`config.mk`:
```
export PLATFORM = sky130hd
export DESIGN_NAME = mnmt_ram
export DESIGN_NICKNAME = d
export VERILOG_FILES = /design/src/rtl/mnmt_ram.sv
export SDC_FILE = /design/constraint.sdc
export NUM_CORES = 1
export LEC_CHECK = 0
export ABC_CLOCK_PERIOD_IN_PS = 2300
export BUFFER_PORTS_ARGS = -buffer_cell sky130_fd_sc_hd__buf_2
export CAP_MARGIN = 10
export CELL_PAD_IN_SITES_DETAIL_PLACEMENT = 2
export CELL_PAD_IN_SITES_GLOBAL_PLACEMENT = 2
export CORE_MARGIN = 5
export CORE_UTILIZATION = 45
export DETAILED_ROUTE_END_ITERATION = 8
export GPL_TIMING_DRIVEN = 0
export PLACE_DENSITY_LB_ADDON = 0.1
export SETUP_SLACK_MARGIN = 0.2
export SYNTH_ARGS = -nofsm -noshare
export SYNTH_HDL_FRONTEND = slang
export SYNTH_SLANG_ARGS = --single-unit
```
`constraint.sdc`:
```
create_clock -name clk -period 2.3 [get_ports clk]
set_clock_uncertainty 0.05 [all_clocks]
set_input_delay 0.115 -clock clk [delete_from_list [all_inputs] [get_ports clk]]
set_output_delay 0.115 -clock clk [all_outputs]
set_load 0.02 [all_outputs]
```
`src/rtl/mnmt_ram.sv`:
```
module mnmt_ram #(
    parameter int WIDTH = 8,
    parameter int DEPTH = 16
) (
    input  logic                     clk,
    input  logic                     we,
    input  logic [$clog2(DEPTH)-1:0] waddr,
    input  logic [WIDTH-1:0]         wdata,
    input  logic                     re,
    input  logic [$clog2(DEPTH)-1:0] raddr,
    output logic [WIDTH-1:0]         rdata
);

    logic [WIDTH-1:0] mem [DEPTH];
    logic [WIDTH-1:0] rdata_reg;

    // One write port and one read port with registered read data.
    always_ff @(posedge clk)
    begin
        if (we)
        begin
            mem[waddr] <= wdata;
        end
        if (re)
        begin
            rdata_reg <= mem[raddr];
        end
    end

    assign rdata = rdata_reg;

endmodule

```
==> summary.md <==
| Metric | Value |
|---|---|
| Status | `finished clean` |
| Setup CP Type | `reg2reg` |
| Final WL | `12720 µm` |
| Drc violations | `0` |
| Number of synthesized flops with an enable pin | `136` |
| RSZ-0062 raised after global routing | `no` |
| Post-DRT Antenna Nets | `0` |
| Max cap viols | `0` |
| Clock power share | `0.446` |
| Part of the power in combinational logic | `0.052` |
| Hold_buf cts | `1` |
| Top-count cell post-synth | `edfxtp_1` |
| Flop pwr share | `0.501` |
| Max-slew violation count | `0` |
| Num CTS Buffers | `17` |
| Global-route usage over all layers | `0.1932` |
| Ant diodes | `0` |
| Die ar. | `13870 µm²` |
| Die height | `117.8 µm` |
| Primary FF master, synth | `edfxtp_1` |
| Min Hold Slack | `0.06185 ns` |
| Final non-filler cell total | `433` |
| CTS tree | `built` |
| CTS sink count | `between 100 and 150` |
| DR pass1 iterations | `4` |
| Remaining Overflow, GRT | `0` |
| Post-Synth Simple-Gate Area | `0.03135` |
| Peak Freq | `about 580 MHz` |
| CTS Root Cell | `clkbuf_16` |
| Largest net degree at the start of global routing | `17` |
| Vias per cell | `5.758` |
| Footprint of the multi-input gates | `1057 µm²` |
| Seq cells post-synth | `136` |
| Dominant cells by area after synthesis | `edfxtp_1 78%, mux4_2 7.8%, mux4_1 7.0%, a22oi_1 2.3%, nor2_1 0.93%` |
| Final Cycle Share | `0.7455` |
| Largest area contributor in the synthesized netlist | `edfxtp_1` |
| FILL cells | `a little under 1000` |
| Setup bufs post-CTS | `0` |
| Leak Pwr | `between 2 and 2.5 nW` |
| Maximum VDD drop | `552.0 µV` |
| Startpoint types | `flip-flop` |
| Main combinational cell family by area after synthesis | `multiplexers` |
| Layout cell share with drive strength beyond 1 | `0.2862` |
| Post-CTS resize count | `0` |
| Via count | `2493` |
| Crit path required time | `2.39 ns` |
| Clock Latency Late Sink | `approximately 0.41 ns` |
| Core ar. | `approximately 11000 µm²` |
| Vias in the first global route | `2754` |
| CP max FO | `1` |
| Synth cell types | `18` |
| Final HPWL DP | `8076 µm` |
| Hold Path Class | `in2reg` |
| Post-synthesis compound-gate area fraction | `0.02298` |
| # H-tree levels | `4` |
| Ys async rst share | `0` |
| Worst-path clk slew | `0.05 ns` |
| Register area | `4084 µm²` |
| Rows | `39` |
| Syn Nets | `248` |
| Synth Area in Adders | `0` |
| Final Hold Vio Count | `0` |
| Final min period | `1.715 ns` |
| Mux cell area share after synthesis | `0.1479` |
| Final setup vio count | `0` |
| Data arrival, critical path | `1.80 ns` |
| Clock buffer depth | `2` |
| Int Power | `between 4 and 5 mW` |
| Synthesized cell area | `5228 µm²` |
| # IOs | `27` |
| Layout area overhead | `16.73%` |
| Critical path endpoint category | `flip-flop` |
| Ys Warns | `0` |
| Relative slew margins | `0.3067` |
| Switch Pwr | `1.146 mW` |
| Buffers on Ports | `25` |
| Synth cell count leaders | `136 x edfxtp_1, 18 x mux4_2, 16 x a22oi_1` |
| Layout net count | `296` |
| Switching part of the total | `0.2043` |
| Register area share after synthesis | `0.7812` |
| Die X | `117.8 µm` |
| Top cell type's share of synthesized area | `0.7812` |
| Largest register FFs | `128` |
| Wirelength per Cell | `29.37 µm` |
| GPL Wtd Cong | `0.7081` |
| PD cells | `919.0 nW/µm²` |
| Post-synthesis xor/xnor area fraction | `0` |
| Worst-Margin Slew | `1.032 ns` |
| Setup TNS | `0 ns` |
| First-pass GRT wire length | `18880 µm` |
| Starting Density | `0.4578` |
| Cell Count Post-Placement | `399` |
| Antenna violations before repair | `0` |
| Cells after Synth | `229` |
| Drt initial violations | `160` |
| Mean Syn Cell Area | `22.83 µm²` |
## layout by cell type, fill, tap and decap left out, drive strengths merged
cell / count
a22oi: 16
and2: 1
and2b: 1
buf: 35
bufinv: 2
clkbuf: 18
clkdlybuf4s25: 3
clkinv: 12
dlygate4sd3: 1
edfxtp: 136
mux4: 32
nand2: 9
nand2b: 2
nand3: 1
nand3b: 2
nor2: 13
nor2b: 1
nor3: 4
or3b: 1
## layer usage
metal	track usage	wire length (µm)
met3	0.04613	626
met4	0.06953	231
met1	0.2685	5654
met5	0	0
met2	0.2999	6205
## worst paths after layout
kind | depth (start not counted) | end | slack (ns) | startpoint
hold reg to reg | 3 | rdata[1]$_DFFE_PP_ | 0.73 | mem[11][1]$_DFFE_PP_
setup / recovery | 3 | rdata[5]$_DFFE_PP_ | 0.59 | mem[9][5]$_DFFE_PP_
setup reg to reg | 3 | rdata[5]$_DFFE_PP_ | 0.59 | mem[9][5]$_DFFE_PP_
hold / removal | 1 | mem[6][5]$_DFFE_PP_ | 0.06 | wdata[5]
## power by group through the flow
stage	sequential (mW)	combinational (mW)	clock, mW
2_1_floorplan	2.87	0.141	0
3_3_place_gp	2.85	0.279	0
3_5_place_dp	2.86	0.294	0
4_1_cts	2.81	0.300	2.56
5_1_grt	2.81	0.314	2.70
6_report	2.81	0.294	2.50
## final cells by class
cell class                      count  area share
Clock buffer                       18     0.07033
Timing Repair Buffer               29     0.02502
Tap cell                          143     0.02932
Multi-Input combinational cell     83      0.1733
Clock inverter                     14     0.01866
Sequential cell                   136      0.6693
Buffer                             10     0.01415
## metrics by stage
step	total power [mW]	util	setup WS (ns)	cell area [µm²]
after floorplan	3.011	-	0.6421	5228
after global placement	3.132	0.4844	0.007530	5532
after detailed placement	3.155	0.4855	0.2968	5544
after CTS	5.668	0.5340	0.5608	6097
after global routing	5.827	0.5344	0.5761	6102
final	5.608	0.5344	0.5853	6102
## kinds of logic after synthesis
group / count (synthesis)
muxes: 32
and+or+nand+nor: 35
AOI/OAI and AO/OA: 16
buffers and inverters: 10
DFF: 136
## critical path: stages (launching register included)
cell and delay (ns):
edfxtp_1 0.38, mux4_1 0.57, a22oi_1 0.31, nand2_1 0.14
No activity file was read; power rests on OpenSTA's default activity.
